File: config.mk
export PLATFORM = sky130hd
export DESIGN_NAME = siphash_keyed_hash_unit_flat
export DESIGN_NICKNAME = d
export VERILOG_FILES = /design/src/rtl/siphash_pkg.sv /design/src/rtl/siphash_if.sv /design/src/rtl/siphash_round.sv /design/src/rtl/siphash_keyed_hash_unit.sv /design/src/flat_wrapper.sv
export VERILOG_INCLUDE_DIRS = /design/src /design/src/rtl
export SDC_FILE = /design/constraint.sdc
export NUM_CORES = 2
export LEC_CHECK = 0
export BUFFER_PORTS_ARGS = -buffer_cell sky130_fd_sc_hd__buf_4
export CORE_UTILIZATION = 30
export DETAILED_ROUTE_END_ITERATION = 8
export GPL_ROUTABILITY_DRIVEN = 0
export PLACE_DENSITY_LB_ADDON = 0.1
export SLEW_MARGIN = 40
export SYNTH_ARGS = -nofsm -noshare
export SYNTH_HDL_FRONTEND = slang
export SYNTH_SLANG_ARGS = --single-unit
File: constraint.sdc
create_clock -name clock -period 8 [get_ports clock]
set_input_delay 0.8 -clock clock [delete_from_list [all_inputs] [get_ports clock]]
set_output_delay 0.8 -clock clock [all_outputs]
set_load 0.05 [all_outputs]
File: src/rtl/siphash_keyed_hash_unit_macros.svh
// Assertion macros shared by the SipHash keyed hash unit.
`ifndef SIPHASH_KEYED_HASH_UNIT_MACROS_SVH
`define SIPHASH_KEYED_HASH_UNIT_MACROS_SVH

// Checks a property on every rising clock edge outside of reset.
`define SIPHASH_ASSERT(label, prop, msg) \
   label: assert property (@(posedge clock) disable iff (reset) prop) else $error(msg);

// Checks that a condition holds in the cycle after its trigger.
`define SIPHASH_ASSERT_NEXT(label, trig, cons, msg) \
   `SIPHASH_ASSERT(label, (trig) |=> (cons), msg)

`endif

File: src/rtl/siphash_pkg.sv
// Package with the types, constants and helpers of the SipHash keyed hash unit.
`default_nettype none

package siphash_pkg;

   localparam int COMPRESS_ROUNDS = 2;
   localparam int FINAL_ROUNDS = 4;
   localparam int MAX_ROUNDS = (FINAL_ROUNDS > COMPRESS_ROUNDS) ? FINAL_ROUNDS : COMPRESS_ROUNDS;
   localparam int ROUND_COUNT_WIDTH = $clog2(MAX_ROUNDS + 1);

   localparam int WORD_WIDTH = 64;
   localparam int COUNT_WIDTH = 4;
   localparam int LENGTH_WIDTH = 8;
   localparam int CSR_INDEX_WIDTH = 1;
   localparam int LENGTH_SHIFT = 56;

   localparam logic [WORD_WIDTH-1:0] SEED_A = 64'h736f6d6570736575;
   localparam logic [WORD_WIDTH-1:0] SEED_B = 64'h646f72616e646f6d;
   localparam logic [WORD_WIDTH-1:0] SEED_C = 64'h6c7967656e657261;
   localparam logic [WORD_WIDTH-1:0] SEED_D = 64'h7465646279746573;
   localparam logic [WORD_WIDTH-1:0] FINISH_MARK = 64'hff;
   localparam logic [COUNT_WIDTH-1:0] FULL_COUNT = 4'd8;

   typedef enum logic [CSR_INDEX_WIDTH-1:0] {
      CSR_KEY_LOW  = 1'b0,
      CSR_KEY_HIGH = 1'b1
   } csr_index_type;

   typedef enum logic [1:0] {
      ST_IDLE,
      ST_COMPRESS,
      ST_FINAL
   } state_type;

   typedef struct packed {
      logic [WORD_WIDTH-1:0] a;
      logic [WORD_WIDTH-1:0] b;
      logic [WORD_WIDTH-1:0] c;
      logic [WORD_WIDTH-1:0] d;
   } lanes_type;

   // Keeps the low bytes of a word; count is below eight here.
   function automatic logic [WORD_WIDTH-1:0] tail_mask(input logic [2:0] count);
      logic [WORD_WIDTH-1:0] mask;
      mask = '0;
      for (int i = 0; i < 8; i++) begin
         if (3'(i) < count) begin
            mask[8*i +: 8] = 8'hff;
         end
      end
      return mask;
   endfunction

endpackage

`default_nettype wire

File: src/rtl/siphash_if.sv
// Handshake interfaces for the message word and hash result channels.
`default_nettype none

interface siphash_req_if;
   import siphash_pkg::*;

   logic                   valid;
   logic                   ready;
   logic [WORD_WIDTH-1:0]  word_data;
   logic [COUNT_WIDTH-1:0] byte_count;
   logic                   last_word;

   modport source (output valid, output word_data, output byte_count, output last_word,
                   input ready);
   modport sink (input valid, input word_data, input byte_count, input last_word,
                 output ready);
endinterface

interface siphash_rsp_if;
   import siphash_pkg::*;

   logic                  valid;
   logic                  ready;
   logic [WORD_WIDTH-1:0] hash_value;

   modport source (output valid, output hash_value, input ready);
   modport sink (input valid, input hash_value, output ready);
endinterface

`default_nettype wire

File: src/rtl/siphash_round.sv
// One SipRound over the four lanes of the hash state.
`default_nettype none

module siphash_round (
   input  siphash_pkg::lanes_type lanes_in,
   output siphash_pkg::lanes_type lanes_out
);
   import siphash_pkg::*;

   function automatic logic [WORD_WIDTH-1:0] rot_left(input logic [WORD_WIDTH-1:0] x,
                                                      input int n);
      return (x << n) | (x >> (WORD_WIDTH - n));
   endfunction

   logic [WORD_WIDTH-1:0] a1, b1, c1, d1;
   logic [WORD_WIDTH-1:0] a2, b2, c2, d2;

   always_comb begin
      a1 = lanes_in.a + lanes_in.b;
      b1 = rot_left(lanes_in.b, 13) ^ a1;
      c1 = lanes_in.c + lanes_in.d;
      d1 = rot_left(lanes_in.d, 16) ^ c1;
      a2 = rot_left(a1, 32) + d1;
      d2 = rot_left(d1, 21) ^ a2;
      c2 = c1 + b1;
      b2 = rot_left(b1, 17) ^ c2;
      lanes_out.a = a2;
      lanes_out.b = b2;
      lanes_out.c = rot_left(c2, 32);
      lanes_out.d = d2;
   end

endmodule

`default_nettype wire

File: src/rtl/siphash_keyed_hash_unit.sv
// Top level of the SipHash-2-4 keyed hash unit.
// The unit hashes a message that arrives as little-endian 64-bit words and returns one
// 64-bit hash item after the last word. A single round unit performs one SipRound per
// clock, unless the last finalization round waits for the output register to free up.
// A word that is not the last is taken while idle and compressed before the next word
// is taken; a last word of all eight bytes adds a compression of the length word, and
// the state is then finalized. The hash waits in an output register while the next
// message starts. The key is sampled only when the first word of a message is taken.
`default_nettype none

module siphash_keyed_hash_unit (
   input  wire logic                                clock,
   input  wire logic                                reset,
   siphash_req_if.sink                              req_channel,
   siphash_rsp_if.source                            rsp_channel,
   input  wire logic                                csr_write_enable,
   input  wire logic [siphash_pkg::CSR_INDEX_WIDTH-1:0] csr_index,
   input  wire logic [siphash_pkg::WORD_WIDTH-1:0]  csr_write_data
);
   import siphash_pkg::*;

`include "siphash_keyed_hash_unit_macros.svh"

   state_type                     state_ff, state_in;
   lanes_type                     lanes_ff, lanes_in;
   lanes_type                     round_out;
   logic [WORD_WIDTH-1:0]         key_low_ff, key_high_ff;
   logic [WORD_WIDTH-1:0]         word_ff, word_in;
   logic [WORD_WIDTH-1:0]         next_ff, next_in;
   logic                          pending_ff, pending_in;
   logic                          last_ff, last_in;
   logic                          in_message_ff, in_message_in;
   logic [LENGTH_WIDTH-1:0]       length_ff, length_in;
   logic [ROUND_COUNT_WIDTH-1:0]  count_ff, count_in;
   logic [WORD_WIDTH-1:0]         hash_ff, hash_in;
   logic                          rsp_valid_ff, rsp_valid_in;

   lanes_type                     seed_lanes, base_lanes, after;
   logic [LENGTH_WIDTH-1:0]       base_length, length_new;
   logic                          full_last, accept;
   logic [WORD_WIDTH-1:0]         tail_word, first_word;

   siphash_round u_round (
      .lanes_in  (lanes_ff),
      .lanes_out (round_out)
   );

   assign req_channel.ready      = (state_ff == ST_IDLE);
   assign rsp_channel.valid      = rsp_valid_ff;
   assign rsp_channel.hash_value = hash_ff;
   assign accept                 = req_channel.valid && req_channel.ready;

   always_ff @(posedge clock) begin
      if (reset) begin
         key_low_ff  <= '0;
         key_high_ff <= '0;
      end else if (csr_write_enable) begin
         case (csr_index)
            CSR_KEY_LOW:  key_low_ff <= csr_write_data;
            CSR_KEY_HIGH: key_high_ff <= csr_write_data;
            default:      key_low_ff <= key_low_ff;
         endcase
      end
   end

   always_ff @(posedge clock) begin
      if (reset) begin
         state_ff      <= ST_IDLE;
         lanes_ff      <= '0;
         pending_ff    <= 1'b0;
         last_ff       <= 1'b0;
         in_message_ff <= 1'b0;
         length_ff     <= '0;
         count_ff      <= '0;
         rsp_valid_ff  <= 1'b0;
      end else begin
         state_ff      <= state_in;
         lanes_ff      <= lanes_in;
         pending_ff    <= pending_in;
         last_ff       <= last_in;
         in_message_ff <= in_message_in;
         length_ff     <= length_in;
         count_ff      <= count_in;
         rsp_valid_ff  <= rsp_valid_in;
      end
      word_ff <= word_in;
      next_ff <= next_in;
      hash_ff <= hash_in;
   end

   always_comb begin
      seed_lanes.a = SEED_A ^ key_low_ff;
      seed_lanes.b = SEED_B ^ key_high_ff;
      seed_lanes.c = SEED_C ^ key_low_ff;
      seed_lanes.d = SEED_D ^ key_high_ff;
      base_lanes   = in_message_ff ? lanes_ff : seed_lanes;
      base_length  = in_message_ff ? length_ff : '0;

      full_last = req_channel.last_word && (req_channel.byte_count >= FULL_COUNT);
      if (req_channel.last_word && !full_last) begin
         length_new = base_length + LENGTH_WIDTH'(req_channel.byte_count);
         tail_word  = (WORD_WIDTH'(length_new) << LENGTH_SHIFT)
                    | (req_channel.word_data & tail_mask(req_channel.byte_count[2:0]));
         first_word = tail_word;
      end else begin
         length_new = base_length + LENGTH_WIDTH'(FULL_COUNT);
         tail_word  = WORD_WIDTH'(length_new) << LENGTH_SHIFT;
         first_word = req_channel.word_data;
      end

      state_in      = state_ff;
      lanes_in      = lanes_ff;
      word_in       = word_ff;
      next_in       = next_ff;
      pending_in    = pending_ff;
      last_in       = last_ff;
      in_message_in = in_message_ff;
      length_in     = length_ff;
      count_in      = count_ff;
      hash_in       = hash_ff;
      rsp_valid_in  = rsp_valid_ff && !rsp_channel.ready;
      after         = round_out;

      case (state_ff)
         ST_IDLE: begin
            if (accept) begin
               lanes_in      = base_lanes;
               lanes_in.d    = base_lanes.d ^ first_word;
               word_in       = first_word;
               next_in       = tail_word;
               pending_in    = full_last;
               last_in       = req_channel.last_word;
               in_message_in = !req_channel.last_word;
               length_in     = length_new;
               count_in      = '0;
               state_in      = ST_COMPRESS;
            end
         end
         ST_COMPRESS: begin
            count_in = count_ff + ROUND_COUNT_WIDTH'(1);
            if (count_ff == ROUND_COUNT_WIDTH'(COMPRESS_ROUNDS - 1)) begin
               after.a  = round_out.a ^ word_ff;
               count_in = '0;
               if (pending_ff) begin
                  after.d    = round_out.d ^ next_ff;
                  word_in    = next_ff;
                  pending_in = 1'b0;
               end else if (last_ff) begin
                  after.c  = round_out.c ^ FINISH_MARK;
                  state_in = ST_FINAL;
               end else begin
                  state_in = ST_IDLE;
               end
            end
            lanes_in = after;
         end
         ST_FINAL: begin
            if (count_ff == ROUND_COUNT_WIDTH'(FINAL_ROUNDS - 1)) begin
               if (!rsp_valid_ff || rsp_channel.ready) begin
                  lanes_in     = round_out;
                  hash_in      = round_out.a ^ round_out.b ^ round_out.c ^ round_out.d;
                  rsp_valid_in = 1'b1;
                  last_in      = 1'b0;
                  count_in     = '0;
                  state_in     = ST_IDLE;
               end
            end else begin
               lanes_in = round_out;
               count_in = count_ff + ROUND_COUNT_WIDTH'(1);
            end
         end
         default: begin
            state_in = ST_IDLE;
         end
      endcase
   end

   `SIPHASH_ASSERT(a_result_from_final, $rose(rsp_valid_ff) |-> $past(state_ff) == ST_FINAL,
                   "hash item appeared without finalization")
   `SIPHASH_ASSERT_NEXT(a_last_closes_message, accept && req_channel.last_word,
                        !in_message_ff, "message still open after its last word")
   `SIPHASH_ASSERT(a_compress_count_bound,
                   state_ff == ST_COMPRESS |-> count_ff < ROUND_COUNT_WIDTH'(COMPRESS_ROUNDS),
                   "compression round count overran")
   `SIPHASH_ASSERT(a_pending_only_on_last, pending_ff |-> last_ff,
                   "length word pending on a word that is not the last")

endmodule

`default_nettype wire
File: src/flat_wrapper.sv
// flat-port wrapper written by rule: the top's interface ports become plain ports
module siphash_keyed_hash_unit_flat import siphash_pkg::*;
  (clock, reset, csr_write_enable, csr_index, csr_write_data, req_channel_valid, req_channel_word_data, req_channel_byte_count, req_channel_last_word, req_channel_ready, rsp_channel_valid, rsp_channel_hash_value, rsp_channel_ready);
  siphash_req_if req_channel_i ();
  siphash_rsp_if rsp_channel_i ();
  input  wire logic clock;
  input  wire logic reset;
  input  wire logic csr_write_enable;
  input  wire logic [siphash_pkg::CSR_INDEX_WIDTH-1:0] csr_index;
  input  wire logic [siphash_pkg::WORD_WIDTH-1:0] csr_write_data;
  input wire logic [$bits(req_channel_i.valid)-1:0] req_channel_valid;
  input wire logic [$bits(req_channel_i.word_data)-1:0] req_channel_word_data;
  input wire logic [$bits(req_channel_i.byte_count)-1:0] req_channel_byte_count;
  input wire logic [$bits(req_channel_i.last_word)-1:0] req_channel_last_word;
  output wire logic [$bits(req_channel_i.ready)-1:0] req_channel_ready;
  output wire logic [$bits(rsp_channel_i.valid)-1:0] rsp_channel_valid;
  output wire logic [$bits(rsp_channel_i.hash_value)-1:0] rsp_channel_hash_value;
  input wire logic [$bits(rsp_channel_i.ready)-1:0] rsp_channel_ready;
  assign req_channel_i.valid = req_channel_valid;
  assign req_channel_i.word_data = req_channel_word_data;
  assign req_channel_i.byte_count = req_channel_byte_count;
  assign req_channel_i.last_word = req_channel_last_word;
  assign req_channel_ready = req_channel_i.ready;
  assign rsp_channel_valid = rsp_channel_i.valid;
  assign rsp_channel_hash_value = rsp_channel_i.hash_value;
  assign rsp_channel_i.ready = rsp_channel_ready;
  siphash_keyed_hash_unit u_core (.clock(clock), .reset(reset), .req_channel(req_channel_i), .rsp_channel(rsp_channel_i), .csr_write_enable(csr_write_enable), .csr_index(csr_index), .csr_write_data(csr_write_data));
endmodule
==> impl.org <==
** Outcome
- The run finished, with violations left.
- Failing checks :: setup timing

** Clocking
- Total number of H-tree levels :: 3
- Clock tree synthesis selected as its root buffer the cell sky130_fd_sc_hd__clkbuf_16.
- TritonCTS buffer count :: 80
- The clock reaches the later pin of the worst-skew pair after 0.75 ns.
- CTS tree :: done
- Number of buffers between clock root and the deepest sink :: 3
- # clock sinks :: 593
- Clk pin slew, worst setup/hold paths :: 0.07 ns

** Cells and area
- The net count of the finished layout is 6,578.
- Share of layout cells above drive strength 1 :: 16.4%
- Fillers :: 16,000
- Area added between synthesis and finish :: 21.9%
- For this run, the number of standard cells in the final layout without fillers is 8,290.

** Timing
- Clk_skew :: 0.0276 ns
- Worst slew pin tran :: 1.05 ns
- Setup ws final :: -0.0442 ns
- The final max-slew violation count was 0.
- The worst pin sits at a relative slew slack of 29.5%.
- The worst path in the final design needs a cycle of 8.04 ns, including I/O delays and setup.
- Dividing the final minimum period by the clock period gives 101%.
- The final number of hold-violating endpoints came to 0.
- Setup violations remaining at the end of the flow were counted as 2.
- Highest clock frequency the design can meet :: 124 MHz

** GRT
- Global-route total usage across every layer :: 38.3%
- Entering global routing, the biggest net connects 128 pins.
- For this run the aggregate overflow at the end of global routing stands at 0.
- Antenna violations before repair :: 33
- Via count of the first global-routing pass :: 45,800
- The first global-routing pass estimated 407 mm of wire.

** Routing
- Mean routed wirelength per cell :: 37.4 µm
- Detailed routing inserted a total of 50,900 vias.
- The routed design has 310 mm of wire.
- For this run, the detailed router's first-pass iteration total came to 9.
- Initial detailed-routing violation count :: 7,816
- Once detail routing completed, the nets flagged for antenna violations numbered 0.
- Average via count per standard cell :: 6.14
- Number of DRC violations after detailed routing :: 0

** Critical path
- Crit path depth :: 25
- Worst endpoint data arrival time :: 8.63 ns
- Together, buffers and inverters on the worst path number 4.
- Critical Path Fanout Max :: 6
- The slowest stage of the critical path is the sky130_fd_sc_hd__a2111oi_0 cell.
- Number of cells on the worst reg-to-reg path :: 25
- Cell class contributing the biggest share of worst-path delay :: compound AO/OA/AOI/OAI gates
- The critical path is of the flip-flop to flip-flop type.
- The worst setup path is launched from a flip-flop.
- Data on the critical path is required at its endpoint by 8.59 ns.
- The worst setup path is captured at a flip-flop.
- The largest single stage delay on the critical path is 0.74 ns.

** Synth
- Sequential elements use 29.7% of the synthesized area.
- In the synthesized netlist the dominant register cell turns out to be sky130_fd_sc_hd__dfxtp_1.
- After synthesis, the share of flip-flops with an asynchronous set or reset is 0%.
- Syn Nets :: 6,112
- Unique masters post-synth :: 119
- The average instance in the mapped netlist occupies 8.13 µm².
- Netlist area before placement :: 0.0464 mm²
- After synthesis the netlist holds a flip-flop and latch count of 593.
- Post-synth EDFFs :: 192
- Synthesized netlist cell count :: 5,706
- For this run, the number of Yosys warnings is 0.

** Worst hold path
- The min-delay analysis places its worst path in the category input pin to flip-flop.
- Worst hold path cell count :: 2

** Die
- Starting utilization of the core area :: 30.4%
- The floorplan has 143 rows.
- In this run the standard cell core region covers 0.153 mm².
- The floorplan step defined a die boundary enclosing 0.156 mm².
- DIE WIDTH :: 395 µm
- Measured along the y axis, the die boundary spans 395 µm.
- Number of I/O pins :: 205

** Place
- Cell total after placement :: 8,117
- # port buffers :: 204
- Setup Slack @ Placement :: -0.384 ns
- Once detailed placement completed, the half-perimeter wirelength came to 249 mm.

** Run
- Across the run, the number of max-cap violations was 0.
-- cell usage after synthesis (12+ instances only) --
library cell	count	area, µm²
sky130_fd_sc_hd__a221oi_1	81	709
sky130_fd_sc_hd__a31oi_1	32	200
sky130_fd_sc_hd__a21boi_0	13	97.6
sky130_fd_sc_hd__nor2_1	461	1730
sky130_fd_sc_hd__nand3_1	108	541
sky130_fd_sc_hd__ha_1	262	3280
sky130_fd_sc_hd__o221ai_1	33	289
sky130_fd_sc_hd__xor2_1	301	2640
sky130_fd_sc_hd__clkbuf_1	303	1140
sky130_fd_sc_hd__o21bai_1	53	398
sky130_fd_sc_hd__nand2b_1	37	231
sky130_fd_sc_hd__nor3_1	180	901
sky130_fd_sc_hd__and2_1	65	407
sky130_fd_sc_hd__xnor3_1	25	563
sky130_fd_sc_hd__a21oi_1	555	2780
sky130_fd_sc_hd__mux2i_1	67	671
sky130_fd_sc_hd__o221a_2	16	180
sky130_fd_sc_hd__inv_1	103	387
sky130_fd_sc_hd__dfxtp_1	401	8030
sky130_fd_sc_hd__and3_1	58	363
sky130_fd_sc_hd__nor4_1	26	163
sky130_fd_sc_hd__a211oi_1	80	601
sky130_fd_sc_hd__nand2_1	744	2790
sky130_fd_sc_hd__a21o_1	165	1240
sky130_fd_sc_hd__nor2b_1	36	225
sky130_fd_sc_hd__o21ai_1	17	85.1
sky130_fd_sc_hd__buf_1	27	101
sky130_fd_sc_hd__a22oi_1	12	90.1
sky130_fd_sc_hd__a2111oi_0	21	184
sky130_fd_sc_hd__o21a_1	35	263
sky130_fd_sc_hd__o211ai_1	23	173
sky130_fd_sc_hd__or3_1	20	125
sky130_fd_sc_hd__o21ai_0	351	1760
sky130_fd_sc_hd__o22ai_1	23	144
sky130_fd_sc_hd__edfxtp_1	192	5770
sky130_fd_sc_hd__mux2_2	14	158
sky130_fd_sc_hd__a311oi_1	34	298
sky130_fd_sc_hd__xnor2_1	426	3730
sky130_fd_sc_hd__nand4_1	60	375
-- per-stage QoR --
step / area, µm² / setup TNS (ns) / hold slack, ns / util [%]
finish: 56500 / -0.0462 / 0.303 / 37.0
global route: 56500 / -0.00236 / 0.302 / 37.0
CTS: 56200 / 0 / 0.289 / 36.9
detailed placement: 53500 / -6.32 / 0.448 / 35.1
global placement: 53300 / -28.45 / 0.439 / 34.9
floorplan: 46400 / 0 / 0.432 / -
-- routing by layer --
layer	vias to the layer above	routed length (µm)	track usage, %
met2	3733	118000	51.2
met5	-	132	0.154
met4	18	25400	25.9
met1	24800	123000	49.7
met3	834	43300	15.4
li1	21500	-	-
-- flip-flops by register name (all words and copies together) (netlist names) --
signal and count:
u_core.length_ff 8, u_core.key_low_ff 64, u_core.count_ff 3, u_core.in_message_ff 1, u_core.last_ff 1, u_core.word_ff 64, u_core.key_high_ff 64, u_core.lanes_ff 256
u_core.next_ff 64, u_core.pending_ff 1, u_core.state_ff 2, u_core.rsp_channel.hash_value 64, u_core.rsp_channel.valid 1
-- placed cells by master (no fill, tap or decap), types with 34 or more instances in the layout --
cell type / synthesis / layout
sky130_fd_sc_hd__and2_1: 65 / 63
sky130_fd_sc_hd__inv_1: 103 / 100
sky130_fd_sc_hd__buf_4: 1 / 706
sky130_fd_sc_hd__xnor2_1: 426 / 411
sky130_fd_sc_hd__ha_1: 262 / 259
sky130_fd_sc_hd__a21o_1: 165 / 165
sky130_fd_sc_hd__nor2_1: 461 / 448
sky130_fd_sc_hd__o21a_1: 35 / 34
sky130_fd_sc_hd__nand3_1: 108 / 108
sky130_fd_sc_hd__mux2i_1: 67 / 67
sky130_fd_sc_hd__o21bai_1: 53 / 52
sky130_fd_sc_hd__a21oi_1: 555 / 548
sky130_fd_sc_hd__nor3_1: 180 / 179
sky130_fd_sc_hd__nand2b_1: 37 / 35
sky130_fd_sc_hd__clkbuf_16: 0 / 83
sky130_fd_sc_hd__a221oi_1: 81 / 80
sky130_fd_sc_hd__nand2_1: 744 / 739
sky130_fd_sc_hd__dfxtp_1: 401 / 399
sky130_fd_sc_hd__and3_1: 58 / 58
sky130_fd_sc_hd__xor2_1: 301 / 292
sky130_fd_sc_hd__nand4_1: 60 / 60
sky130_fd_sc_hd__a211oi_1: 80 / 76
sky130_fd_sc_hd__edfxtp_1: 192 / 192
sky130_fd_sc_hd__o21ai_0: 351 / 341
-- worst reg2reg max path: cells and delay by family (launching register included) --
kind / cells / cell delay (ns)
flops: 1 / 0.44
xor+xnor: 3 / 1.33
fa+ha+maj: 3 / 1.07
compound gates: 9 / 3.20
buf+inv: 4 / 0.73
simple gates: 6 / 1.09
-- final cells by class --
type / instances / area, µm² / share of cell area [%]
Clock inverter: 31 / 393 / 0.695
Clock buffer: 117 / 2310 / 4.10
Timing Repair Buffer: 721 / 5560 / 9.83
Antenna cell: 22 / 55.1 / 0.0974
Inverter: 105 / 395 / 0.700
Multi-Input combinational cell: 4671 / 31500 / 55.7
Tap cell: 2030 / 2540 / 4.49
Sequential cell: 593 / 13800 / 24.4
-- final timing paths --
path | startpoint | to | slack, ns
worst min-delay path | req_channel_last_word | u_core.in_message_ff | 0.30
worst max-delay path | u_core.lanes_ff[0] | u_core.lanes_ff[210] | -0.04
worst max register to register | u_core.lanes_ff[0] | u_core.lanes_ff[210] | -0.04
worst min register to register | u_core.length_ff[2] | u_core.length_ff[2] | 0.45
-- repair_timing --
action                                  CTS  global route
resized for setup                         4            27
setup buffers                             0             3
endpoints found under the setup margin   51           128
pin swaps                                 0             7
hold buffers                              0             0
-- kinds of logic (layout without fill, tap and decap cells) --
logic type / count (synthesis) / count (layout) / share of synthesized area [%]
buffers and inverters: 442 / 974 / 3.62
xor gates and xnor gates: 765 / 765 / 15.6
and+or+nand+nor: 1856 / 1856 / 18.0
adders and majority gates: 270 / 270 / 7.35
muxes: 81 / 81 / 1.79
other: 0 / 22 / 0
DFF: 593 / 593 / 29.7
AOI/OAI and AO/OA: 1699 / 1699 / 23.9
Power is not shown: default switching activity piles up to over one toggle a cycle in this logic, so the estimate is an artifact.
